**src/hw/rtl/mpmc_ram.sv**
```systemverilog
// -----------------------------------------------------------------------------
// mpmc_ram: generic single-port RAM
// One write or read per cycle, read data registered.
// -----------------------------------------------------------------------------
module mpmc_ram #(
  parameter int unsigned WIDTH = 8,
  parameter int unsigned DEPTH = 16
) (
  input  logic                     clk,
  input  logic                     we,
  input  logic [$clog2(DEPTH)-1:0] addr,
  input  logic [WIDTH-1:0]         wdata,
  output logic [WIDTH-1:0]         rdata
);
  logic [WIDTH-1:0] mem [DEPTH];

  always_ff @(posedge clk) begin
    if (we) begin
      mem[addr] <= wdata;
    end
    rdata <= mem[addr];
  end
endmodule

```
**config.mk**
```make
export PLATFORM = sky130hd
export DESIGN_NAME = mpmc_ram
export DESIGN_NICKNAME = d
export VERILOG_FILES = /design/src/hw/rtl/mpmc_ram.sv
export SDC_FILE = /design/constraint.sdc
export NUM_CORES = 1
export LEC_CHECK = 0
export BUFFER_PORTS_ARGS = -buffer_cell sky130_fd_sc_hd__buf_2
export CELL_PAD_IN_SITES_DETAIL_PLACEMENT = 0
export CELL_PAD_IN_SITES_GLOBAL_PLACEMENT = 1
export CORE_ASPECT_RATIO = 1.25
export CORE_MARGIN = 2
export CORE_UTILIZATION = 40
export DETAILED_ROUTE_END_ITERATION = 8
export PLACE_DENSITY = 0.65
export SYNTH_ARGS = -nofsm -noshare
export SYNTH_HDL_FRONTEND = slang
export SYNTH_SLANG_ARGS = --single-unit
```
**constraint.sdc**
```tcl
create_clock -name clk -period 2.25 [get_ports clk]
set_clock_uncertainty 0.05 [all_clocks]
set_input_delay 0.45 -clock clk [delete_from_list [all_inputs] [get_ports clk]]
set_output_delay 0.45 -clock clk [all_outputs]
set_load 0.1 [all_outputs]
```
Word level (Yosys, flattened, before mapping) --
Memories as Yosys holds them, arrays and structs flattened. A register that Yosys moved wholly into a read port is not among the register bits. Cells that the tools add are included. Widths: inputs -> output; s select.
Word-level totals: flip-flop bits (word level) 0, bits in writable memories 128, bits of input ports 14, output and inout bits 8, logic and storage cells 3, memories 1
Memory list:
- mem | words 16, width 8, read ports 1, clocked after memory_dff 1, write ports 1, RTL line 15 | logic [WIDTH-1:0] mem [DEPTH];
Operators by class: muxes and demuxes 2
Operators with widths (count):
- $mux 1 | 2

Longest topological paths before layout --
word-level depth 2, depth in mapped cells 5, mapped depth without buffers 3

Least setup slack after synthesis --
No wires, ideal clock.
path type input to register, from in addr[2], to mem mem[0][0] (enable), library setup time 383 ps, arrival time 1560 ps, required time 1817 ps, slack 257 ps, stages 2, buffers on the path 0, cells stage by stage or3b_2 -> nor3_1
RTL lines:
- from (decl) | RTL line 11 | input logic [$clog2(DEPTH)-1:0] addr,
- to (decl) | RTL line 15
Straight into the memory's write port.

Worst setup path in the final report --
from reg rdata[0] (read register of mem), to out rdata[0]
RTL lines:
- from (decl) | RTL line 13 | output logic [WIDTH-1:0] rdata
No word-level cell between the ends.

==> results.toml <==
[cts]
path_clk_slew_ns = 0.05
cts_tree = "done"
clkLatencyLatePin_ns = 0.40
cts_resized = 0
cts_root_buf = "clkbuf_16"
cts-root-to-sink-buffers = 2
h-tree-depth = 4
hold_buffers = 0
cts_sinks = 136
numCtsBuffers = 17
post_cts_buffers = 0

[drt]
drt_iter0_drc = 121
drt-wirelength-per-cell_um = 19.83
via_per_inst = 4.927
drtPass1Iterations = 4
vias = 2286
drc_errors = 0
ant_nets = 0
wirelength_mm = 9.200

[synthesis]
syn-num-nets = 244
synth_compound_area_frac = 0.02370
synthXorXnorAreaFrac = 0
synthDistinctLibCells = 18
syn_area_per_cell_um2 = 22.03
yosys_warnings = 0
synth_cells = 230
ys_ff_latch = 136
synth_simple_gate_area_frac = 0.03210
syn_area_um2 = 5067
yosys.area_share.adder = 0
synthMuxAreaShare = 0.1422
yosysSeqAreaShare = 0.7901
synth_top_family_by_area = "multiplexers"

[worst_setup_path]
critPathLaunch = "rdata[0]"
r2r-end = "rdata[5]"
endpoint = "rdata[0]"
r2r-start = "mem[3][5]"
slowest_stage = "buf_2"
crit_family = "buffers and inverters"
critPathArrivalTime_ns = 1.19
cp.required_ns = 1.75
cp_max_fo = 1
cpPeakStageDelay_ns = 0.44
start_kind = "flip-flop"
path_cells = "buf_2"
crit_cells = 1
critPathCaptureType = "primary output"
path_buf_inv = 1
rrSetupSlack_ns = 0.88
rr_worst_depth = 3
worstSetupPathType = "flip-flop to primary output"

[timing]
period_minus_slack_ns = 1.689
slew_headroom = 0.6125
fin_tns_setup_ns = 0
grt_setup_unrepaired = "false"
slew_violations = 0
hold_violations = 0
finalSetupViolations = 0
worstMarginPinSlew_ns = 0.5791
hold-worst-slack_ns = 0.3827
fmax_mhz = 591.9
fin_crit_sh = 0.7508

[power]
swShare = 0.2007
pwr-share-clk = 0.483
leakage_nw = 2.075
switchingPower_w = 0.001256
power.internal_w = 0.005004
pwr-share-comb = 0.062
sequentialPowerShare = 0.455
ir_drop_mv = 0.3987
p_per_area_nw_per_um2 = 1009

[layout]
drive_above_1_share = 0.3716
final_area_um2 = 6203
fill_cells = 1054
seq_area_um2 = 4004
fin_nets = 297
final_common_cell = "edfxtp_1"
multiInputGateArea_um2 = 1003
post_layout_nonfiller_instances = 464
insertedDiodeCount = 0
final_cell_mix = "edfxtp_1, mux4_2, buf_2, buf_4, clkbuf_16"
area_growth_pct = 22.42

[flow_run]
drv_cap = 0

[worst_hold_path]
holdCritPathClass = "input port to flip-flop"

[global_route]
track_usage = 0.1502
overflow = 0
grt_pass1_vias = 2564
grt_max_degree = 40
antenna_found_initial = 0
grt_pass1_wl_mm = 14.47

[placed_design]
port_buffers = 21
hpwl_mm = 6.140
place_area_um2 = 5540
place_inst = 432
place_congestion = 0.7710

[run_status]
status = "complete, no violations"

[floorplanning]
fp.coreArea_um2 = 12550
io-pin-count = 22
initial_utilization = 0.4039
rows = 46
fp.dieArea_um2 = 13590
die_w_um = 104.7
die_height_um = 129.8
[cell type report]
| cell class | count | area share |
|---|---|---|
| clock buffer | 20 | 0.07523 |
| clock inverter | 12 | 0.03167 |
| multi-input combinational | 83 | 0.1618 |
| sequential | 136 | 0.6454 |
| tap | 168 | 0.03388 |
| timing repair buffer | 45 | 0.05204 |
[routing by layer]
metal  share of wire  GRT usage
met1            0.41     0.1654
met2            0.55     0.2772
met3           0.029    0.03746
met4           0.011    0.06588
met5               0          0
[cell families after synthesis]
family | Yosys count
flops | 136
mux | 32
simple gates | 35
buf+inv | 11
compound gates | 16
[worst min-delay path by stage]
stage | startpoint | endpoint | slack, ns | depth (start not counted)
after floorplan | wdata[0] | mem[0][0] | 0.50 | 0
after global routing | wdata[7] | mem[12][7] | 0.38 | 1
after detailed placement | mem[13][7] | rdata[7] | 0.62 | 3
final | wdata[2] | mem[6][2] | 0.38 | 1
after global placement | mem[15][7] | rdata[7] | 0.61 | 3
after CTS | wdata[5] | mem[10][5] | 0.37 | 1
[stage by stage]
stage,setup WS [ns],util,total power (W)
detailed placement,0.2036,0.4416,0.003297
finish,0.5606,0.4944,0.006260
floorplan,0.2570,-,0.003167
CTS,0.5402,0.4944,0.006307
global placement,0.2458,0.4416,0.003292
global route,0.5235,0.4944,0.006440
[synthesized netlist by cell type (all sizes together)]
cell type,n,share of area
edfxtp,128,0.76
mux4,32,0.14
a22oi,16,0.024
nor2,13,0.0096
nand2,9,0.0067
buf,8,0.0094
dfxtp,8,0.032
nor3,4,0.0040
clkbuf,3,0.0025
nand2b,2,0.0025
nand3b,2,0.0030
nor2b,2,0.0025
and2,1,0.0012
nand3,1,0.00099
or3b,1,0.0017
[state kept, by name, indices dropped and copies added, names as in the netlist]
signal  flops
rdata       8
mem       128
[power groups by stage]
| stage | logic, W | clock network (W) | registers (W) |
|---|---|---|---|
| CTS | 0.000395 | 0.00306 | 0.00285 |
| global placement | 0.000390 | 0 | 0.00290 |
| global route | 0.000415 | 0.00317 | 0.00285 |
| detailed placement | 0.000394 | 0 | 0.00290 |
| finish | 0.000387 | 0.00302 | 0.00285 |
| floorplan | 0.000146 | 0 | 0.00302 |
(Power assumes the default switching activity.)
